## config.mk

```make
export PLATFORM = sky130hd
export DESIGN_NAME = bpuck_queue
export DESIGN_NICKNAME = d
export VERILOG_FILES = /design/src/rtl/core/bpuck_pkg.sv /design/src/rtl/core/bpuck_queue.sv
export SDC_FILE = /design/constraint.sdc
export NUM_CORES = 1
export LEC_CHECK = 0
export ABC_AREA = 1
export BUFFER_PORTS_ARGS = -buffer_cell sky130_fd_sc_hd__clkbuf_2
export CAP_MARGIN = 20
export CORE_ASPECT_RATIO = 0.75
export CORE_MARGIN = 3
export CORE_UTILIZATION = 35
export CTS_CLUSTER_SIZE = 14
export DETAILED_ROUTE_END_ITERATION = 10
export SYNTH_ARGS = -nofsm -noshare
export SYNTH_HDL_FRONTEND = slang
export SYNTH_SLANG_ARGS = --single-unit
```

## constraint.sdc

```tcl
create_clock -name i_clk -period 9.1 [get_ports i_clk]
set_clock_uncertainty 0.2 [all_clocks]
set_input_delay 0.455 -clock i_clk [delete_from_list [all_inputs] [get_ports i_clk]]
set_output_delay 0.455 -clock i_clk [all_outputs]
set_load 0.005 [all_outputs]
```

## src/rtl/core/bpuck_pkg.sv

```systemverilog
// Shared types, codes and helpers for the BMP pixel unpack / color-key / zoom block.
// No dependencies.
`default_nettype none

package bpuck_pkg;

    // Defaults for the top-level parameters
    localparam int DEF_PALETTE_ENTRIES = 256;
    localparam int DEF_MAX_WIDTH       = 4096;
    localparam int DEF_MAX_ZOOM        = 4;

    // Replication beyond 4 never happens: two pixels must fit in 32 writes
    localparam int ZOOM_LIMIT = 4;

    // Pixel job queue between front and back
    localparam int Q_DEPTH = 4;
    localparam int Q_AW    = $clog2(Q_DEPTH);

    localparam logic [3:0] NIBBLE_MASK = 4'hF;

    typedef enum logic [1:0] {
        OP_START   = 2'd0,
        OP_PALETTE = 2'd1,
        OP_PIXEL   = 2'd2
    } t_opcode;

    typedef enum logic [1:0] {
        FMT_4BPP  = 2'd0,
        FMT_8BPP  = 2'd1,
        FMT_24BPP = 2'd2,
        FMT_32BPP = 2'd3
    } t_fmt;

    typedef enum logic [1:0] {
        KEY_DRAW_ALL = 2'd0,
        KEY_SKIP     = 2'd1,
        KEY_SUBST    = 2'd2
    } t_key_mode;

    typedef enum logic [2:0] {
        REG_PIXEL_FORMAT     = 3'd0,
        REG_IMAGE_WIDTH      = 3'd1,
        REG_ORIGIN_X         = 3'd2,
        REG_BASE_Y           = 3'd3,
        REG_ZOOM_LEVEL       = 3'd4,
        REG_KEY_MODE         = 3'd5,
        REG_KEY_COLOR        = 3'd6,
        REG_SUBSTITUTE_COLOR = 3'd7
    } t_reg_idx;

    typedef struct packed {
        logic [1:0]  pixel_format;
        logic [12:0] image_width;
        logic [9:0]  origin_x;
        logic [15:0] base_y;
        logic [2:0]  zoom_level;
        logic [1:0]  key_mode;
        logic [31:0] key_color;
        logic [31:0] substitute_color;
    } t_cfg;

    // One queued item: up to two decoded pixels with their base coordinates
    typedef struct packed {
        logic        draw_a;
        logic [31:0] color_a;
        logic [15:0] x_a;
        logic [15:0] y_a;
        logic        draw_b;
        logic [31:0] color_b;
        logic [15:0] x_b;
        logic [15:0] y_b;
    } t_pix_job;

    // Effective replication factor: 0 acts as 1, clamp at cap (cap <= 4)
    function automatic logic [2:0] eff_zoom(input logic [2:0] zoom, input int cap);
        logic [2:0] z;
        z = zoom;
        if (z == 3'd0) z = 3'd1;
        if (z > 3'(cap)) z = 3'(cap);
        return z;
    endfunction

endpackage

`default_nettype wire

```

## src/rtl/core/bpuck_queue.sv

```systemverilog
// Short job queue between the decode front end and the write back end.
// Uses bpuck_pkg for the job type and depth.
`default_nettype none

module bpuck_queue import bpuck_pkg::*; (
    input  wire logic     i_clk,
    input  wire logic     i_rst_n,
    input  wire logic     i_push,
    input  wire t_pix_job i_job,
    input  wire logic     i_pop,
    output logic          o_full,
    output logic          o_empty,
    output t_pix_job      o_head
);

    t_pix_job        r_mem [Q_DEPTH];
    logic [Q_AW-1:0] r_wr, r_rd;
    logic [Q_AW:0]   r_count;

    assign o_full  = r_count == (Q_AW+1)'(Q_DEPTH);
    assign o_empty = r_count == '0;
    assign o_head  = r_mem[r_rd];

    always_ff @(posedge i_clk) begin
        if (i_push) begin
            r_mem[r_wr] <= i_job;
        end
    end

    always_ff @(posedge i_clk) begin
        if (!i_rst_n) begin
            r_wr    <= '0;
            r_rd    <= '0;
            r_count <= '0;
        end else begin
            if (i_push) r_wr <= r_wr + Q_AW'(1);
            if (i_pop)  r_rd <= r_rd + Q_AW'(1);
            case ({i_push, i_pop})
                2'b10:   r_count <= r_count + (Q_AW+1)'(1);
                2'b01:   r_count <= r_count - (Q_AW+1)'(1);
                default: r_count <= r_count;
            endcase
        end
    end

`ifndef NO_ASSERTIONS
    a_no_overflow: assert property (@(posedge i_clk) disable iff (!i_rst_n)
        !(i_push && o_full))
        else $error("job queue overflow");
    a_no_underflow: assert property (@(posedge i_clk) disable iff (!i_rst_n)
        !(i_pop && o_empty))
        else $error("job queue underflow");
    a_count_bound: assert property (@(posedge i_clk) disable iff (!i_rst_n)
        r_count <= (Q_AW+1)'(Q_DEPTH))
        else $error("job queue count out of range");
`endif

endmodule

`default_nettype wire

```

### After elaboration in Yosys (flattened, before gate mapping)

Memory sizes are Yosys's and may differ from the RTL's. A register that Yosys moved wholly into a read port is not among the register bits.
Index checks and enable logic that the tools add are counted.

| storage, ports and cells | value |
|---|---|
| bits in registers | 7 |
| memory bits (writable) | 520 |
| input bits | 134 |
| output and inout bits | 132 |
| word-level logic and storage cells | 18 |
| memories kept | 1 |

| operators by class | value |
|---|---|
| add/subtract/negate cells | 4 |
| eq/ne operators | 3 |
| mux-type cells | 5 |
| reductions and logical operators | 2 |

Memory list:

| name | depth | width | rd ports | clocked after memory_dff | wr ports | RTL line | source |
|---|---|---|---|---|---|---|---|
| r_mem | 4 | 130 | 1 | 1 | 1 | bpuck_queue.sv:16 | `t_pix_job r_mem [Q_DEPTH];` |

Operator list:

| cell | count |
|---|---|
| 3-bit case mux with 2 select lines | 1 |
| 2-bit by 1-bit adder with 2-bit output (second input constant) | 2 |
| 2-bit 2-to-1 mux | 2 |
| 3-bit by 1-bit adder with 3-bit output (second input constant) | 1 |
| 3-bit == test (second input constant) | 1 |
| 3-bit logical NOT | 1 |
| 3-bit by 1-bit subtractor with 3-bit output (second input constant) | 1 |
| 2-bit by 1-bit == test with 1-bit output (second input constant) | 1 |
| 2-bit == test (second input constant) | 1 |
| 1-bit 2-to-1 mux | 2 |
| 2-bit nonzero test | 1 |

### Logic depth before layout (Yosys ltp)

| logic depth | value |
|---|---|
| depth after elaboration | 3 |
| gate-level depth with buffers | 10 |
| mapped depth without buffers | 10 |

### Worst setup path after synthesis

OpenSTA, ideal clock, no wires.

| timing | value |
|---|---|
| path kind | reg-to-reg |
| from | register r_wr[0] |
| to | memory r_mem[2][0] in the netlist's numbering, enable pin |
| setup time | 0.483 ns |
| data arrival time | 3.092 ns |
| data required time | 8.417 ns |
| path slack | 5.325 ns |
| cell stages (with the launch flop) | 5 |
| buffers on the path | 0 |
| clock period less this slack | 3.775 ns |
| cells stage by stage | dfxtp_1 > inv_1 > ha_1 > nand2_1 > inv_1 |

RTL lines:

| item | RTL line | source |
|---|---|---|
| start: declaration | bpuck_queue.sv:17 | `logic [Q_AW-1:0] r_wr, r_rd;` |
| start signal: assignment | bpuck_queue.sv:36 | `if (i_push) r_wr <= r_wr + Q_AW'(1);` |
| end: declaration | bpuck_queue.sv:16 |  |

No word-level cell before the write port.

==> run summary <==
===============================================================================================
Largest stage delay on the critical path                                                1.04 ns
Most numerous cell types in the synthesized netlist                                sky130_fd_sc_hd__edfxtp_1, sky130_fd_sc_hd__nor2_1, sky130_fd_sc_hd__o21ai_0
Count of maximum capacitance violations                                                       0
Area delta synth->final                                                                   24.2%
Power Density                                                                        221 nW/um2
Pin count of the biggest net entering global routing                                        176
Sinks on the clock net                                                                      529
Chip Width                                                                               280 um
H-Tree Depth                                                                                  2
Top cell type by total area after synthesis                                        sky130_fd_sc_hd__edfxtp_1
Data arrival time of the critical path                                                  3.54 ns
Die area                                                                              59300 um2
TritonCTS clock tree                                                                      built
Kind of launch point of the worst setup path                                               flop
Portion of total power attributed to the clock network                                    0.391
Top-level port count                                                                        266
Share of Yosys cell area claimed by the top area cell type                                0.792
P_int                                                                                   4.20 mW
Critical path endpoint category                                                      output pin
Root buf cell                                                                      sky130_fd_sc_hd__clkbuf_16
Synth Cell Area                                                                       19700 um2
Library cell contributing the largest single delay on the critical path            sky130_fd_sc_hd__dfxtp_4
Ys async rst share                                                                            0
Initial core utilization                                                                  0.358
Portion of total power attributed to sequential cells                                     0.522
Detailed-route vias per instance                                                           4.92
Global placer's final weighted congestion                                                 0.716
Critical path peak fanout                                                                   175
Placement Rows                                                                               74
Number of placed instances with taps included                                              2225
First-pass GRT wire length                                                              69.4 mm
First drt pass iteration count                                                                5
Final global-route overflow total                                                             0
Fill cells                                                                                 4883
Clock Latency Late Sink                                                                 0.57 ns
Average cell area after synthesis                                                      15.0 um2
PostCTS Resize Cnt                                                                            0
CORE AREA                                                                             55100 um2
Most crowded layer after global routing                                                    met2
Post-detailed-route count of antenna-violating nets                                           0
Sequential-to-total area share from yosys stat                                            0.801
Antenna violations before repair                                                              1
Setup violations, final                                                                       0
Clock input transition at the sequential cells of the worst setup and hold paths        0.06 ns
Primary flip-flop cell chosen by synthesis mapping                                 sky130_fd_sc_hd__edfxtp_1
Rel. slew slack                                                                           0.293
Period utilisation layout                                                                 0.461
Port Buffer Count                                                                           265
Slew Limit Fails                                                                              0
Setup CP Type                                                                        reg -> out
Aggregate routed wire length                                                            45.4 mm
Switching share of total power                                                            0.223
DRC violations left                                                                           0
Post-CTS setup buffers                                                                        0
Count of routing violations after the opening detailed-route iteration                      943
Count of endpoints failing hold in the final timing report                                    0
Design area                                                                           24500 um2
Run status                                                                         complete, no violations
Number of nets in the final layout                                                         1830
Instance area after placement                                                         21500 um2
Minimum clock period after layout                                                       4.19 ns
Dominant cell by count in the synthesized netlist                                  sky130_fd_sc_hd__edfxtp_1
Post-DP HPWL                                                                            23.5 mm
Met2 track demand over resource                                                           0.235
Worst path cell trace                                                              inv_12, buf_4, o21ai_0, o22ai_1, clkbuf_2
Worst path bufs/invs                                                                          3
Post-synthesis cell count                                                                  1314
Number of non-filler instances in the completed layout                                     2449
Distinct cells, synth                                                                        23
Die Height                                                                               212 um
Max Freq                                                                                238 MHz
Transition time of the tightest slew-check pin                                          1.06 ns
Data required time of the worst path                                                    8.45 ns
GR met1 Demand/Resource                                                                   0.207
EDFF count, synth                                                                           520
Global-route usage over all layers                                                        0.149
Via count of the first global-routing pass                                                12.0k
Logic gate share of total power                                                           0.087
Met3 routing resource usage after global routing                                         0.0395
Worst-case vdd ir drop                                                               0.000159 V
Number of nets produced by synthesis                                                       1454
DR vias                                                                                   12.0k
Number of warnings issued by yosys                                                            0
Synth area leaders                                                                 sky130_fd_sc_hd__edfxtp_1, sky130_fd_sc_hd__nor2_1, sky130_fd_sc_hd__o21ai_0, sky130_fd_sc_hd__o22ai_1, sky130_fd_sc_hd__o21ai_1
Post-synthesis register bit count                                                           529
Worst Hold Margin                                                                     0.0511 ns
Wire length per cell                                                                    18.5 um
RSZ-0062 raised after global routing                                                      false
Number of buffers created by CTS                                                             53
Layout cell share with drive strength beyond 1                                            0.203
Maximum number of buffers from clock root to sink                                             3
CP top delay family                                                                buffers and inverters
Total negative slack                                                                       0 ns
Net switching power                                                                     1.21 mW
Static leakage                                                                          8.55 nW
Type of the worst min-delay path                                                      in -> reg
===============================================================================================
worst min-delay path: cells and delay by family:
| family | cells | cell delay, ns |
|---|---|---|
| AOI/OAI and AO/OA | 1 | 0.08 |
| buffers and inverters | 2 | 0.25 |
metrics by stage:
step,util,setup slack (ns),power (mW)
after floorplan,-,5.33,3.11
after global placement,0.390,5.65,3.30
after detailed placement,0.390,5.61,3.31
after CTS,0.444,4.97,5.48
after global routing,0.444,4.63,5.64
final,0.444,4.91,5.41
cell type report:
class                   count  area, um2  share of cell area
inverters                  17        101             0.00414
well taps                 722        903              0.0369
clock inverters            25        248              0.0101
diodes                      1       2.50            0.000102
flip-flops and latches    529      15800               0.645
multi-input cells         683       3290               0.135
repair buffers            406       2720               0.111
clock buffers              66       1420              0.0579
flip-flops by register name (all words and copies together), names as in the netlist, named ones only:
name,flops
r_count,3
r_mem,520
r_rd,2
r_wr,2
path summary, 6_finish.rpt:
check / start / endpoint / cells past startpoint / slack [ns]
setup / recovery: flop / o_head[13] / 5 / 4.91
hold / removal: i_push / r_wr[1]$_SDFFE_PN0P_ / 3 / 0.05
setup reg to reg: r_wr[1]$_SDFFE_PN0P_ / r_mem[1][101]$_DFFE_PP_ / 5 / 6.30
hold reg to reg: r_rd[1]$_SDFFE_PN0P_ / flop / 1 / 0.26
repair_timing:
action	CTS	global route
hold endpoints to repair	529	0
setup endpoints to repair	0	0
hold buffers	132	0
cells by family (layout without fill, tap and decap cells):
logic type / after synthesis / after routing / synth area share
flops: 529 / 529 / 0.801
other cells: 0 / 1 / 0
buf+inv: 102 / 514 / 0.0320
compound gates: 401 / 401 / 0.110
simple gates: 276 / 276 / 0.0528
fa+ha+maj: 6 / 6 / 0.00419
power groups by stage:
stage	clock network (mW)	registers (mW)	logic [mW]
2_1_floorplan	0	2.87	0.241
3_3_place_gp	0	2.87	0.425
3_5_place_dp	0	2.87	0.434
4_1_cts	2.18	2.82	0.483
5_1_grt	2.28	2.83	0.530
6_report	2.12	2.82	0.473
routing by layer:
layer  part of all wire  vias up
met1               0.45     5949
li1                   -     5734
met4              0.017        0
met2               0.47      295
met3              0.063       60
met5                  0        -
cells in the final DEF (no fill, tap or decap):
cell                              n
sky130_fd_sc_hd__a21oi_1          5
sky130_fd_sc_hd__buf_4            9
sky130_fd_sc_hd__bufinv_16        5
sky130_fd_sc_hd__clkbuf_1        11
sky130_fd_sc_hd__clkbuf_16       55
sky130_fd_sc_hd__clkbuf_2       265
sky130_fd_sc_hd__clkinv_1        11
sky130_fd_sc_hd__clkinv_2         6
sky130_fd_sc_hd__clkinv_4         1
sky130_fd_sc_hd__dfxtp_1          7
sky130_fd_sc_hd__dfxtp_4          2
sky130_fd_sc_hd__diode_2          1
sky130_fd_sc_hd__dlygate4sd3_1  132
sky130_fd_sc_hd__edfxtp_1       520
sky130_fd_sc_hd__fa_1             1
sky130_fd_sc_hd__ha_1             5
sky130_fd_sc_hd__inv_1           11
sky130_fd_sc_hd__inv_12           1
sky130_fd_sc_hd__inv_6            7
sky130_fd_sc_hd__nand2_1          9
sky130_fd_sc_hd__nand3_1          1
sky130_fd_sc_hd__nand4_1          1
sky130_fd_sc_hd__nor2_1         263
sky130_fd_sc_hd__nor3_1           2
sky130_fd_sc_hd__o21ai_0        196
sky130_fd_sc_hd__o21ai_1         70
sky130_fd_sc_hd__o22ai_1        130
Note: power is estimated with default switching activity, not from simulation.
