===== src/rtl/core/bpuck_pkg.sv =====
// Shared types, codes and helpers for the BMP pixel unpack / color-key / zoom block.
// No dependencies.
`default_nettype none

package bpuck_pkg;

    // Defaults for the top-level parameters
    localparam int DEF_PALETTE_ENTRIES = 256;
    localparam int DEF_MAX_WIDTH       = 4096;
    localparam int DEF_MAX_ZOOM        = 4;

    // Replication beyond 4 never happens: two pixels must fit in 32 writes
    localparam int ZOOM_LIMIT = 4;

    // Pixel job queue between front and back
    localparam int Q_DEPTH = 4;
    localparam int Q_AW    = $clog2(Q_DEPTH);

    localparam logic [3:0] NIBBLE_MASK = 4'hF;

    typedef enum logic [1:0] {
        OP_START   = 2'd0,
        OP_PALETTE = 2'd1,
        OP_PIXEL   = 2'd2
    } t_opcode;

    typedef enum logic [1:0] {
        FMT_4BPP  = 2'd0,
        FMT_8BPP  = 2'd1,
        FMT_24BPP = 2'd2,
        FMT_32BPP = 2'd3
    } t_fmt;

    typedef enum logic [1:0] {
        KEY_DRAW_ALL = 2'd0,
        KEY_SKIP     = 2'd1,
        KEY_SUBST    = 2'd2
    } t_key_mode;

    typedef enum logic [2:0] {
        REG_PIXEL_FORMAT     = 3'd0,
        REG_IMAGE_WIDTH      = 3'd1,
        REG_ORIGIN_X         = 3'd2,
        REG_BASE_Y           = 3'd3,
        REG_ZOOM_LEVEL       = 3'd4,
        REG_KEY_MODE         = 3'd5,
        REG_KEY_COLOR        = 3'd6,
        REG_SUBSTITUTE_COLOR = 3'd7
    } t_reg_idx;

    typedef struct packed {
        logic [1:0]  pixel_format;
        logic [12:0] image_width;
        logic [9:0]  origin_x;
        logic [15:0] base_y;
        logic [2:0]  zoom_level;
        logic [1:0]  key_mode;
        logic [31:0] key_color;
        logic [31:0] substitute_color;
    } t_cfg;

    // One queued item: up to two decoded pixels with their base coordinates
    typedef struct packed {
        logic        draw_a;
        logic [31:0] color_a;
        logic [15:0] x_a;
        logic [15:0] y_a;
        logic        draw_b;
        logic [31:0] color_b;
        logic [15:0] x_b;
        logic [15:0] y_b;
    } t_pix_job;

    // Effective replication factor: 0 acts as 1, clamp at cap (cap <= 4)
    function automatic logic [2:0] eff_zoom(input logic [2:0] zoom, input int cap);
        logic [2:0] z;
        z = zoom;
        if (z == 3'd0) z = 3'd1;
        if (z > 3'(cap)) z = 3'(cap);
        return z;
    endfunction

endpackage

`default_nettype wire


===== src/rtl/core/bpuck_back.sv =====
// Back end: expands each queued pixel that is to be drawn into zoom x zoom backbuffer
// writes and drives the registered output channel. Uses bpuck_pkg.
`default_nettype none

module bpuck_back import bpuck_pkg::*; #(
    parameter int MAX_ZOOM = DEF_MAX_ZOOM
) (
    input  wire logic        i_clk,
    input  wire logic        i_rst_n,
    input  wire t_cfg        i_cfg,
    input  wire logic        i_empty,
    input  wire t_pix_job    i_job,
    output logic             o_pop,
    output logic             o_valid,
    input  wire logic        i_stall,
    output logic [15:0]      o_pixel_x,
    output logic [15:0]      o_pixel_y,
    output logic [31:0]      o_pixel_color,
    output logic             o_last_write
);

    localparam int ZOOM_CAP = (MAX_ZOOM < ZOOM_LIMIT) ? MAX_ZOOM : ZOOM_LIMIT;

    logic       r_valid;
    logic [1:0] r_dx, r_dy;
    logic       r_sel;

    logic       load, sel_b, pix_end, last;
    logic [1:0] zm1;
    logic [2:0] zoom;

    assign zoom    = eff_zoom(i_cfg.zoom_level, ZOOM_CAP);
    assign zm1     = 2'(zoom - 3'd1);
    assign load    = !i_empty && (!r_valid || !i_stall);
    assign sel_b   = r_sel || !i_job.draw_a;
    assign pix_end = (r_dx == zm1) && (r_dy == zm1);
    assign last    = pix_end && (sel_b || !i_job.draw_b);
    assign o_pop   = load && last;
    assign o_valid = r_valid;

    always_ff @(posedge i_clk) begin
        if (!i_rst_n) begin
            r_valid <= 1'b0;
            r_dx    <= '0;
            r_dy    <= '0;
            r_sel   <= 1'b0;
        end else begin
            if (load) begin
                r_valid <= 1'b1;
            end else if (!i_stall) begin
                r_valid <= 1'b0;
            end
            if (load) begin
                if (pix_end) begin
                    r_dx  <= '0;
                    r_dy  <= '0;
                    r_sel <= !last;
                end else if (r_dx == zm1) begin
                    r_dx <= '0;
                    r_dy <= r_dy + 2'd1;
                end else begin
                    r_dx <= r_dx + 2'd1;
                end
            end
        end
    end

    always_ff @(posedge i_clk) begin
        if (load) begin
            o_pixel_x     <= (sel_b ? i_job.x_b : i_job.x_a) + {14'h0, r_dx};
            o_pixel_y     <= (sel_b ? i_job.y_b : i_job.y_a) - {14'h0, r_dy};
            o_pixel_color <= sel_b ? i_job.color_b : i_job.color_a;
            o_last_write  <= last;
        end
    end

`ifndef NO_ASSERTIONS
    a_restart_after_last: assert property (@(posedge i_clk) disable iff (!i_rst_n)
        (load && last) |=> (r_dx == 2'd0 && r_dy == 2'd0 && !r_sel))
        else $error("write counters not cleared after last write");
    a_offsets_in_zoom: assert property (@(posedge i_clk) disable iff (!i_rst_n)
        !i_empty |-> (r_dx <= zm1 && r_dy <= zm1))
        else $error("replication offset beyond zoom");
`endif

endmodule

`default_nettype wire


===== config.mk =====
export PLATFORM = sky130hd
export DESIGN_NAME = bpuck_back
export DESIGN_NICKNAME = d
export VERILOG_FILES = /design/src/rtl/core/bpuck_pkg.sv /design/src/rtl/core/bpuck_back.sv
export SDC_FILE = /design/constraint.sdc
export NUM_CORES = 1
export LEC_CHECK = 0
export ABC_CLOCK_PERIOD_IN_PS = 5000
export BUFFER_PORTS_ARGS = -buffer_cell sky130_fd_sc_hd__buf_2
export CORE_AREA = 2 2 122 124
export DETAILED_ROUTE_END_ITERATION = 10
export DIE_AREA = 0 0 124 126
export PLACE_DENSITY = 0.67
export SLEW_MARGIN = 30
export SYNTH_ARGS = -nofsm -noshare
export SYNTH_HDL_FRONTEND = slang
export SYNTH_SLANG_ARGS = --single-unit

===== constraint.sdc =====
create_clock -name i_clk -period 5 [get_ports i_clk]
set_input_delay 1 -clock i_clk [delete_from_list [all_inputs] [get_ports i_clk]]
set_output_delay 1 -clock i_clk [all_outputs]
set_load 0.01 [all_outputs]

## Word level (Yosys, flattened, before mapping)

Cells that the tools add are included.

| storage, ports and cells | value |
|---|---|
| register bits after elaboration | 71 |
| input bits | 244 |
| output and inout port bits | 67 |

| cells by class | value |
|---|---|
| add/subtract/negate cells | 5 |
| magnitude comparators | 1 |
| equal/unequal tests | 3 |
| mux-type cells | 11 |
| reductions and logical operators | 17 |

Operators by type and width:

| cell | count |
|---|---|
| two-way mux 16 bit | 2 |
| two-way mux 32 bit | 1 |
| adder 16 x 2 -> 16 bit | 1 |
| subtractor 16 x 2 -> 16 bit | 1 |
| two-way mux 2 bit | 5 |
| logical NOT 1 bit | 6 |
| adder 2 x 1 -> 2 bit, second input constant | 2 |
| == test 2 bit | 2 |
| logical AND 1 bit | 4 |
| AND reduction 2 bit | 2 |
| greater-than comparator 3 bit, second input constant | 1 |
| logical NOT 3 bit | 1 |
| logical OR 1 bit | 3 |
| two-way mux 3 bit | 1 |
| two-way mux 1 bit | 2 |
| != test 2 x 1 -> 1 bit, second input constant | 1 |
| nonzero test 2 bit | 1 |
| subtractor 2 x 1 -> 2 bit, second input constant | 1 |

## Depth between registers and ports, before layout

Gate-level depths: netlist (run 1).

| logic depth | value |
|---|---|
| depth in word-level cells | 9 |
| mapped depth | 14 |
| mapped depth without buffers | 10 |

## Worst setup path after synthesis (run 1)

OpenSTA, ideal clock, no wires.

| path | value |
|---|---|
| path type | input to output |
| from | in i_empty |
| to | out o_pop |
| data arrival time | 2.831 ns |
| slack | 1.169 ns |
| stages | 3 |
| path buffers | 0 |
| cell sequence | nand2b_1 inv_1 and2_1 |

| on the way | value |
|---|---|
| longest elaborated chain between the ends | 3 |

RTL lines:

| item | RTL line | RTL |
|---|---|---|
| from (decl) | bpuck_back.sv:11 | `input wire logic i_empty,` |
| logical NOT 1 bit | bpuck_back.sv:34 | `assign load = !i_empty && (!r_valid \|\| !i_stall);` |
| logical AND 1 bit | bpuck_back.sv:34 |  |
| net load | bpuck_back.sv:28 | `logic load, sel_b, pix_end, last;` |
| logical AND 1 bit | bpuck_back.sv:38 | `assign o_pop = load && last;` |
| to (decl) | bpuck_back.sv:13 | `output logic o_pop,` |

The timed path passes the listed nets, and every way through them passes these cells.

## Worst setup path after layout (run 1)

| path | value |
|---|---|
| from | in i_job[129] (netlist name) |
| to | out o_pop |

| on the way | value |
|---|---|
| longest elaborated chain between the ends | 5 |

RTL lines:

| item | RTL line | RTL |
|---|---|---|
| from (decl) | bpuck_back.sv:12 | `input wire t_pix_job i_job,` |
| logical NOT 1 bit | bpuck_back.sv:35 | `assign sel_b = r_sel \|\| !i_job.draw_a;` |
| logical OR 1 bit | bpuck_back.sv:35 |  |
| logical OR 1 bit | bpuck_back.sv:37 | `assign last = pix_end && (sel_b \|\| !i_job.draw_b);` |
| logical AND 1 bit | bpuck_back.sv:37 |  |
| net last | bpuck_back.sv:28 |  |
| logical AND 1 bit | bpuck_back.sv:38 |  |

The timed path passes the listed nets, and every way through them passes these cells.

==> metrics.md, run 1 <==
| Metric | Value |
|---|---|
| Worst r2r src | `r_sel$_SDFFE_PN0P_` |
| DRT antenna net count | `0` |
| EDFF count, synth | `65` |
| Total GRT Usage | `13.5%` |
| Mapped Cells | `376` |
| CP arrival | `2.33 ns` |
| Slew of the pin with the lowest slew margin | `0.870 ns` |
| Leakage power | `2.50 nW` |
| Post-Synth Simple-Gate Area | `22.5%` |
| Avg Synthesized Cell Area | `10.4 sq um` |
| Most common cell in the netlist | `nand2_1` |
| Fin. Hold Viols | `0` |
| Post-synthesis mux area share | `8.63%` |
| Commonest cells post-synth | `nand2_1, edfxtp_1, mux2i_1` |
| Crit share post-route | `66.6%` |
| Clock-pin slew of the registers on the worst-case setup and hold paths | `0.05 ns` |
| DPL Wire Length | `8240 um` |
| Clock Latency Late Sink | `0.33 ns` |
| Area leader, netlist | `edfxtp_1` |
| CTS sink cnt | `71` |
| Total core area | `14300 sq um` |
| Io pins | `311` |
| Initial antenna violation count | `1` |
| CP required | `4.00 ns` |
| Crit-path max FO | `21` |
| TritonCTS Buffers | `9` |
| CTS tree | `built` |
| Rows | `44` |
| Share of layout cells above drive strength 1 | `39.8%` |
| Gr ovfl total | `0` |
| Clk buf depth | `2` |
| Largest net degree at the start of global routing | `69` |
| H-Tree Depth | `3` |
| Netlist cell types | `47` |
| Main synth FF type | `edfxtp_1` |
| RSZ-0062 raised after global routing | `false` |
| Detailed Route Iter0 Violations | `121` |
| Starting Density | `27.3%` |
| Post-CTS setup buffer count | `0` |
| Vias per Instance | `4.35` |
| Die width | `124 um` |
| Startpoint types | `input port` |
| Clk root buf | `clkbuf_16` |
| Slew Limit Fails | `0` |
| Drt drc | `0` |
| Placed Cells incl. Taps | `754` |
| Post-synthesis sequential area ratio | `53.0%` |
| Hold Path Origin | `o_valid$_SDFFE_PN0P_` |
| First-pass GRT wire length | `15700 um` |
| Post-synthesis adder-cell area fraction | `2.30%` |
| # setup viols final | `0` |
| Worst Hold Class | `reg -> reg` |
| Wire per inst | `13.7 um` |
| Area share of the largest cell type after synthesis | `49.9%` |
| Final wirelength | `10600 um` |
| Via count | `3352` |
| Yosys warning count | `0` |
| Setup TNS | `0 ns` |
| CP Launch Point | `i_job[129]` |
| TritonRoute pass-1 iters | `6` |
| Max_cap viols | `0` |
| Final Critical Period | `3.33 ns` |
| Final Core Density | `38.2%` |
| Vias in the first global route | `3115` |
| Power Density | `314 nW/um^2` |
| Worst slew margin | `42.0%` |
| Chip Height | `126 um` |
| Xor-xnor portion of the synthesized cell area | `6.72%` |
| Fmax | `0.300 GHz` |
| Async set-reset flop share out of synthesis | `0%` |
| GP Congestion | `0.782` |
| Max IR drop VDD | `0.113 mV` |
| Setup crit end kind | `output pin` |
| Area delta synth->final | `39.8%` |
| Area contributors post-synth | `edfxtp_1, nand2_1, mux2i_1` |
| Post-synth design cell area | `3910 sq um` |
| Kind of critical path | `in -> out` |
| Largest family of logic cells by synthesized area | `simple AND/OR/NAND/NOR gates` |
| Die area | `15600 sq um` |
| Complex-gate fraction of the synthesized area | `4.25%` |
| Hold buffers post-CTS | `0` |
| Syn_nets | `626` |
| Post-CTS sizing | `0` |
| Fin nets | `831` |
| Count of input and output buffers | `203` |
| Seq cells post-synth | `71` |
| Finished Layout Cells | `771` |
| Clk_skew | `0.00568 ns` |
| Status | `finished clean` |
-- cells by family after synthesis --
kind of cell,Yosys count
buffers and inverters,22
xor gates and xnor gates,30
AOI/OAI and AO/OA,25
adders and majority gates,6
DFF,71
and+or+nand+nor,190
muxes,32
-- cell type report --
type / count / area (sq um)
Sequential cell: 71 / 2070
Clock inverter: 6 / 109
Tap cell: 184 / 230
Clock buffer: 10 / 229
Antenna cell: 1 / 2.50
Fill cell: 1462 / 8850
Timing Repair Buffer: 207 / 1050
Multi-Input combinational cell: 283 / 1750
Inverter: 9 / 33.8
-- registers in the layout, summed over array words and instances (netlist names) --
name,count
r_dy,2
o_valid,1
o_pixel_y,16
o_pixel_color,32
o_last_write,1
r_sel,1
r_dx,2
o_pixel_x,16
-- cells in the final DEF (no fill, tap or decap), types with 2 or more instances in the layout --
| master | n |
|---|---|
| buf_2 | 203 |
| nand2_1 | 129 |
| edfxtp_1 | 65 |
| mux2i_1 | 29 |
| xnor2_1 | 19 |
| nor2_1 | 16 |
| xor2_1 | 11 |
| clkbuf_16 | 9 |
| inv_1 | 8 |
| nor3_1 | 8 |
| nand3_1 | 8 |
| a21oi_1 | 7 |
| dfxtp_1 | 6 |
| nor2b_1 | 5 |
| o21ai_0 | 5 |
| ha_1 | 4 |
| buf_4 | 4 |
| or4b_1 | 3 |
| and3_1 | 3 |
| o21a_1 | 3 |
| bufinv_16 | 3 |
| nand2b_1 | 2 |
| nor3b_1 | 2 |
| nand4_1 | 2 |
| nor4bb_1 | 2 |
| a21boi_0 | 2 |
| fa_1 | 2 |
| clkinv_2 | 2 |
-- critical path, cell delays in order --
cell     delay (ns)
buf_2          0.13
nor2b_4        0.36
buf_4          0.40
a21oi_1        0.13
and2_1         0.17
buf_2          0.13
-- stage by stage --
| step | power [mW] | worst slack [ns] | hold WS, ns | cell area [sq um] |
|---|---|---|---|---|
| floorplan | 0.871 | 1.17 | 0.466 | 3910 |
| global route | 1.80 | 1.54 | 0.550 | 5470 |
| detailed placement | 1.00 | 1.43 | 0.489 | 5130 |
| CTS | 1.75 | 1.67 | 0.497 | 5470 |
| finish | 1.72 | 1.67 | 0.490 | 5470 |
| global placement | 1.00 | 1.39 | 0.474 | 5130 |
-- worst paths after layout --
| check | end | slack, ns | cells after the start |
|---|---|---|---|
| max | o_pop | 1.67 | 6 |
| min | o_valid$_SDFFE_PN0P_ | 0.49 | 2 |
| max reg2reg | o_pixel_x[14]$_DFFE_PP_ | 2.03 | 10 |
| min reg2reg | o_valid$_SDFFE_PN0P_ | 0.49 | 2 |
-- layer usage --
layer | global-route usage [%] | vias up | part of all wire (%)
met5 | 0 | - | 0
met4 | 5.09 | 0 | 1.5
met3 | 5.62 | 13 | 12
met2 | 21.9 | 154 | 44
met1 | 15.9 | 1473 | 42
li1 | - | 1712 | -
-- power by group --
part / total, mW / internal [mW] / switching (mW)
clock: 0.731 / 0.486 / 0.244
sequential: 0.718 / 0.704 / 0.0137
combinational: 0.267 / 0.119 / 0.148
total: 1.72 / 1.31 / 0.406
Note: power is estimated with default switching activity, not from simulation.
==> inputs of run 2 (changes only) <==
--- a/config.mk
+++ b/config.mk
@@ -5,12 +5,13 @@
 export SDC_FILE = /design/constraint.sdc
 export NUM_CORES = 1
 export LEC_CHECK = 0
-export ABC_CLOCK_PERIOD_IN_PS = 5000
+export ABC_AREA = 1
+export ABC_CLOCK_PERIOD_IN_PS = 3460
 export BUFFER_PORTS_ARGS = -buffer_cell sky130_fd_sc_hd__buf_2
-export CORE_AREA = 2 2 122 124
+export CORE_AREA = 2 2 119 121
 export DETAILED_ROUTE_END_ITERATION = 10
-export DIE_AREA = 0 0 124 126
-export PLACE_DENSITY = 0.67
+export DIE_AREA = 0 0 121 123
+export PLACE_DENSITY = 0.74
 export SLEW_MARGIN = 30
 export SYNTH_ARGS = -nofsm -noshare
 export SYNTH_HDL_FRONTEND = slang
==> constraint.sdc (replaced) <==
create_clock -name i_clk -period 3.46 [get_ports i_clk]
set_input_delay 0.692 -clock i_clk [delete_from_list [all_inputs] [get_ports i_clk]]
set_output_delay 0.692 -clock i_clk [all_outputs]
set_load 0.01 [all_outputs]
==> metrics.md, run 2 <==
| Metric | Value |
|---|---|
| Sw frac | `27.1% (+3.5 points)` |
| Max_cap viols | `0 (unchanged)` |
| Area share of the largest cell type after synthesis | `44.1% (-5.8 points)` |
| Gr ovfl total | `0 (unchanged)` |
| CP delay by family, top | `buffers and inverters` |
| Clock Latency Late Sink | `0.33 ns (about the same)` |
| Crit path buf inv count | `5 (+2)` |
| # setup viols final | `0 (unchanged)` |
| Biggest register | `o_pixel_color` |
| First-pass GRT wire length | `17800 um (+13%)` |
| Post-CTS sizing | `0 (unchanged)` |
| Vias per Instance | `4.32 (-0.54%)` |
| Met3 GRT Util | `3.04% (-2.6 points)` |
| Max incr delay on CP | `0.32 ns (-0.08 ns)` |
| Area contributors post-synth | `edfxtp_1, nand2_1, inv_1` |
| PnR worst setup slack | `0.959 ns (-0.710 ns)` |
| Hold buffers post-CTS | `0 (unchanged)` |
| Main synth FF type | `edfxtp_1` |
| Fin. Hold Viols | `0 (unchanged)` |
| Most common cell in the netlist | `nand2_1` |
| Wire per inst | `12.2 um (-11%)` |
| Die area | `14900 sq um (-4.7%)` |
| Max reg flops | `32 (unchanged)` |
| GR Layer Usage met1 | `19.5% (+3.5 points)` |
| Clock power share | `37.2% (-5.4 points)` |
| Most frequent cells in the layout | `nand2_1, buf_2, inv_1` |
| Grt met2 use | `26.2% (+4.3 points)` |
| Rows | `43 (-2.3%)` |
| CP arrival | `1.81 ns (-0.52 ns)` |
| Seq cells post-synth | `71 (unchanged)` |
| CP most frequent cell | `buf_2` |
| Area delta synth->final | `33.4%` |
| Setup WS pre-CTS | `0.668 ns (-0.760 ns)` |
| Slew Limit Fails | `0 (unchanged)` |
| Post-synth design cell area | `4430 sq um (+13%)` |
| Top Registers | `o_pixel_color x32, o_pixel_x x16, o_pixel_y x16` |
| Count of input and output buffers | `203 (unchanged)` |
| Area leader, netlist | `edfxtp_1` |
| Async set-reset flop share out of synthesis | `0% (unchanged)` |
| TritonRoute pass-1 iters | `4 (-2)` |
| CP required | `2.77 ns (-1.23 ns)` |
| Share of layout cells above drive strength 1 | `34.3% (-5.5 points)` |
| GRT Max-Usage Layer | `met2` |
| Avg Synthesized Cell Area | `7.74 sq um (-26%)` |
| Clk buf depth | `2 (unchanged)` |
| Crit-path cells | `buf_2 -> inv_2 -> nor2_4 -> buf_4 -> nand2_1 -> nand3_1 -> inv_1 -> buf_2` |
| Worst slew margin | `67.1% (+25 points)` |
| Register area | `2070 sq um (unchanged)` |
| Drt drc | `0 (unchanged)` |
| Ant diodes | `0 (-1)` |
| TritonCTS Buffers | `9 (unchanged)` |
| Yosys warning count | `0 (unchanged)` |
| Setup crit end kind | `output pin` |
| Largest net degree at the start of global routing | `53 (-23%)` |
| Vias in the first global route | `3767 (+21%)` |
| Final Critical Period | `2.50 ns` |
| RSZ-0062 raised after global routing | `false` |
| Initial antenna violation count | `0 (-1)` |
| Kind of critical path | `in -> out` |
| Fillers | `1374 (-6.0%)` |
| Chip Height | `123 um (-2.4%)` |
| Startpoint types | `input port` |
| Worst path slowest cell | `buf_4` |
| Combinational power share | `19.6% (+4.1 points)` |
| DPL Wire Length | `9400 um (+14%)` |
| H-Tree Depth | `3 (unchanged)` |
| Mapped Cells | `572 (+52%)` |
| Post-synthesis sequential area ratio | `46.8% (-6.1 points)` |
| Commonest non-fill, non-tap cell in the layout | `nand2_1` |
| Final wirelength | `11800 um (+11%)` |
| Multi-input logic area | `1960 sq um (+12%)` |
| Setup TNS | `0 ns (unchanged)` |
| Commonest cells post-synth | `nand2_1, inv_1, edfxtp_1` |
| Pint | `1.75 mW (+34%)` |
| Clk root buf | `clkbuf_16` |
| CTS sink cnt | `71 (unchanged)` |
| Fmax | `0.400 GHz` |
| Share of power burned in registers | `43.1% (+1.2 points)` |
| Leakage power | `3.15 nW (+26%)` |
| Die width | `121 um (-2.4%)` |
| Total core area | `13600 sq um (-4.9%)` |
| Sw power | `0.653 mW (+61%)` |
| Via count | `4160 (+24%)` |
| CTS tree | `built` |
| Final Core Density | `43.4% (+5.2 points)` |
| Total GRT Usage | `15.5% (+1.9 points)` |
| EDFF count, synth | `65 (unchanged)` |
| Fin nets | `1027 (+24%)` |
| Syn_nets | `822 (+31%)` |
| Starting Density | `32.5% (+5.2 points)` |
| Status | `finished clean` |
| Worst Hold Class | `reg -> reg` |
| DRT antenna net count | `0 (unchanged)` |
| Power Density | `408 nW/um^2 (+30%)` |
| Detailed Route Iter0 Violations | `167 (+38%)` |
| Post-CTS setup buffer count | `0 (unchanged)` |
| GP Congestion | `0.868 (+11%)` |
| Slew of the pin with the lowest slew margin | `0.493 ns (-0.377 ns)` |
| Netlist cell types | `34 (-28%)` |
| Clock-pin slew of the registers on the worst-case setup and hold paths | `0.06 ns (about the same)` |
| Io pins | `311 (unchanged)` |
| Crit-path max FO | `25 (+19%)` |
| Crit share post-route | `72.3%` |
| Max IR drop VDD | `0.199 mV (+76%)` |
| Clk_skew | `0.00630 ns (+0.000619 ns)` |
[run 2: worst register-to-register path, stage by stage, from the launching register on]
cell,delay [ns]
dfxtp_1,0.34
inv_2,0.14
nand2_4,0.14
o21ai_0,0.33
inv_1,0.11
fa_1,0.51
nor2_2,0.24
nand2_1,0.09
xor2_1,0.14
[run 2: logic make-up after synthesis]
logic type	Yosys count	share of synthesized area (%)
flip-flops	71	46.8
XOR/XNOR	14	2.77
adder cells (fa/ha/maj)	6	2.04
AND/OR/NAND/NOR	365	36.3
buffers and inverters	93	9.02
AO/OA/AOI/OAI	22	2.86
multiplexers	1	0.226
[run 2: layer usage]
metal  vias to the layer above  wire (um)
met5                         -          0
met4                         0        195
met3                        12        905
met2                       164       5400
met1                      1792       5280
li1                       2192          -
[run 2: area by class of cell]
type	instances	area share, %
Sequential cell	71	35.1
Multi-Input combinational cell	408	33.2
Tap cell	180	3.82
Clock buffer	9	3.82
Inverter	78	4.96
Clock inverter	7	1.08
Timing Repair Buffer	209	18.0
[run 2: path summary, 6_finish.rpt]
path,from,endpoint,slack [ns],cells after the start
hold reg to reg,o_valid$_SDFFE_PN0P_,o_valid$_SDFFE_PN0P_,0.50,2
hold / removal,o_valid$_SDFFE_PN0P_,o_valid$_SDFFE_PN0P_,0.50,2
setup reg to reg,r_sel$_SDFFE_PN0P_,o_pixel_x[8]$_DFFE_PP_,1.16,8
setup / recovery,i_job[129],o_pop,0.96,8
[run 2: power groups by stage]
| stage | Combinational, mW | Sequential [mW] | Clock [mW] |
|---|---|---|---|
| after floorplan | 0.247 | 1.09 | 0 |
| after global placement | 0.470 | 1.05 | 0 |
| after detailed placement | 0.480 | 1.06 | 0 |
| after CTS | 0.481 | 1.04 | 0.920 |
| after global routing | 0.535 | 1.04 | 0.951 |
| final | 0.472 | 1.04 | 0.896 |
[run 2: through the flow]
step / hold WS (ns) / power [mW] / instances / cell area [sq um]
floorplan: 0.485 / 1.34 / 572 / 4430
global placement: 0.488 / 1.52 / 946 / 5610
detailed placement: 0.494 / 1.54 / 946 / 5610
CTS: 0.503 / 2.44 / 962 / 5900
global route: 0.549 / 2.53 / 962 / 5900
finish: 0.499 / 2.41 / 962 / 5900
==> inputs of run 3 (changes only) <==
--- a/config.mk
+++ b/config.mk
@@ -6,12 +6,12 @@
 export NUM_CORES = 1
 export LEC_CHECK = 0
 export ABC_AREA = 1
-export ABC_CLOCK_PERIOD_IN_PS = 3460
+export ABC_CLOCK_PERIOD_IN_PS = 2150
 export BUFFER_PORTS_ARGS = -buffer_cell sky130_fd_sc_hd__buf_2
-export CORE_AREA = 2 2 119 121
+export CORE_AREA = 2 2 121 123
 export DETAILED_ROUTE_END_ITERATION = 10
-export DIE_AREA = 0 0 121 123
-export PLACE_DENSITY = 0.74
+export DIE_AREA = 0 0 123 125
+export PLACE_DENSITY = 0.75
 export SLEW_MARGIN = 30
 export SYNTH_ARGS = -nofsm -noshare
 export SYNTH_HDL_FRONTEND = slang
==> constraint.sdc (replaced) <==
create_clock -name i_clk -period 2.15 [get_ports i_clk]
set_input_delay 0.43 -clock i_clk [delete_from_list [all_inputs] [get_ports i_clk]]
set_output_delay 0.43 -clock i_clk [all_outputs]
set_load 0.01 [all_outputs]
==> metrics.md, run 3 (synthesis results as in run 2) <==
| Metric | Value |
|---|---|
| Max_cap viols | `0 (unchanged)` |
| Slew Limit Fails | `0 (unchanged)` |
| Crit-path max FO | `47 (+88%)` |
| Clk root buf | `clkbuf_16` |
| Kind of critical path | `in -> out` |
| Max incr delay on CP | `0.31 ns (about the same)` |
| Power Density | `656 nW/um^2 (+61%)` |
| Io pins | `311 (unchanged)` |
| Worst slew margin | `78.2% (+11 points)` |
| Commonest non-fill, non-tap cell in the layout | `nand2_1` |
| TritonCTS Buffers | `9 (unchanged)` |
| Clk buf depth | `2 (unchanged)` |
| H-Tree Depth | `3 (unchanged)` |
| Total GRT Usage | `15.4% (-0.064 points)` |
| Chip Height | `125 um (+1.6%)` |
| # setup viols final | `0 (unchanged)` |
| Final Core Density | `44.4% (+1.0 points)` |
| Worst Hold Depth | `2 (unchanged)` |
| Fmax | `0.497 GHz` |
| Max IR drop VDD | `0.323 mV (+62%)` |
| Drt drc | `0 (unchanged)` |
| Top Registers | `o_pixel_color x32, o_pixel_x x16, o_pixel_y x16` |
| Fin. Hold Viols | `0 (unchanged)` |
| Share of power burned in registers | `40.4% (-2.7 points)` |
| Crit path buf inv count | `5 (unchanged)` |
| Final Critical Period | `2.01 ns` |
| Largest net degree at the start of global routing | `48 (-9.4%)` |
| DRT antenna net count | `0 (unchanged)` |
| PnR worst setup slack | `0.137 ns (-0.822 ns)` |
| Vias in the first global route | `3989 (+5.9%)` |
| CTS tree | `built` |
| Most frequent cells in the layout | `nand2_1, buf_2, inv_1` |
| Die area | `15400 sq um (+3.3%)` |
| Biggest register | `o_pixel_color` |
| Design Power | `4.13 mW (+72%)` |
| GP Congestion | `0.846 (-2.5%)` |
| Slew of the pin with the lowest slew margin | `0.323 ns (-0.170 ns)` |
| Initial antenna violation count | `0 (unchanged)` |
| Worst Reg-to-Reg Cells | `11 (+3)` |
| Count of input and output buffers | `203 (unchanged)` |
| Hold Slack | `0.335 ns (-0.164 ns)` |
| Clk_skew | `0.00664 ns (+0.000345 ns)` |
| Hold buffers post-CTS | `0 (unchanged)` |
| Clock power share | `39.3% (+2.1 points)` |
| Crit share post-route | `93.7%` |
| Area delta synth->final | `42.4%` |
| TritonRoute pass-1 iters | `6 (+2)` |
| Combinational power share | `20.2% (+0.6 points)` |
| Clock Latency Late Sink | `0.33 ns (about the same)` |
| Total core area | `14200 sq um (+4.3%)` |
| Max reg flops | `32 (unchanged)` |
| First-pass GRT wire length | `18500 um (+3.8%)` |
| Final Cell Area | `6300 sq um (+6.8%)` |
| Final wirelength | `11800 um (+0.29%)` |
| Leakage power | `3.33 nW (+6.0%)` |
| Status | `finished clean` |
| Worst path depth | `8 (unchanged)` |
| CTS sink cnt | `71 (unchanged)` |
| Gr ovfl total | `0 (unchanged)` |
| Starting Density | `31.2% (-1.4 points)` |
| Wire per inst | `11.8 um (-3.5%)` |
| Setup WS pre-CTS | `-0.306 ns (-0.974 ns)` |
| Via count | `4309 (+3.6%)` |
| DPL Wire Length | `9580 um (+2.0%)` |
| Fin nets | `1061 (+3.3%)` |
| Sw frac | `27.0% (-0.17 points)` |
| Worst path slowest cell | `buf_8` |
| Detailed Route Iter0 Violations | `232 (+39%)` |
| RSZ-0062 raised after global routing | `true` |
| Share of layout cells above drive strength 1 | `38.7% (+4.5 points)` |
| CP arrival | `1.58 ns (-0.23 ns)` |
| Die width | `123 um (+1.7%)` |
| Setup crit end kind | `output pin` |
| Startpoint types | `input port` |
| Sw power | `1.11 mW (+71%)` |
| Ant diodes | `0 (unchanged)` |
| Pint | `3.02 mW (+72%)` |
| Post-DP Area | `5900 sq um (+5.1%)` |
| Worst Hold Class | `in -> reg` |
| CP delay by family, top | `buffers and inverters` |
| Clock-pin slew of the registers on the worst-case setup and hold paths | `0.06 ns (about the same)` |
| Vias per Instance | `4.31 (-0.35%)` |
| Rows | `44 (+2.3%)` |
| CP required | `1.72 ns (-1.05 ns)` |
| Crit-path cells | `clkbuf_4 -> inv_8 -> nor2_4 -> buf_8 -> nand2_1 -> nand3_2 -> inv_2 -> buf_2` |
==> run 3: layout make-up <==
class	instances	area (sq um)
Clock buffer	9	225
Clock inverter	7	103
Fill cell	1439	7900
Inverter	78	305
Multi-Input combinational cell	408	2020
Sequential cell	71	2070
Tap cell	184	230
Timing Repair Buffer	243	1340
==> run 3: power by group through the flow <==
stage	clock network [mW]	registers, mW	logic, mW
6_report	1.63	1.67	0.837
5_1_grt	1.74	1.68	0.952
4_1_cts	1.69	1.67	0.838
3_5_place_dp	0	1.70	0.836
3_3_place_gp	0	1.70	0.819
2_1_floorplan	0	1.76	0.411
==> run 3: worst paths after layout <==
path	start	to	slack, ns
max	i_job[129]	o_pop	0.14
min	i_empty	o_valid$_SDFFE_PN0P_	0.33
max reg2reg	r_sel$_SDFFE_PN0P_	o_pixel_x[11]$_DFFE_PP_	0.17
min reg2reg	o_valid$_SDFFE_PN0P_	o_valid$_SDFFE_PN0P_	0.54
==> run 3: layer usage <==
layer | track usage, % | wire (um)
met1 | 19.2 | 5280
met4 | 5.35 | 154
met5 | 0 | 0
met3 | 3.33 | 928
met2 | 26.1 | 5450
==> run 3: repair_timing <==
item,in CTS,in global routing
resized for setup,3,8
buffers inserted,0,6
endpoints found under the setup margin,3,17
gates cloned,0,0
pin swaps,0,7
==> run 3: stage by stage <==
| stage | std cells | setup TNS (ns) |
|---|---|---|
| 3_5_place_dp | 979 | -5.33 |
| 6_report | 1000 | 0 |
| 3_3_place_gp | 979 | -4.80 |
| 5_1_grt | 1000 | -0.0249 |
| 2_1_floorplan | 572 | -0.323 |
| 4_1_cts | 994 | 0 |
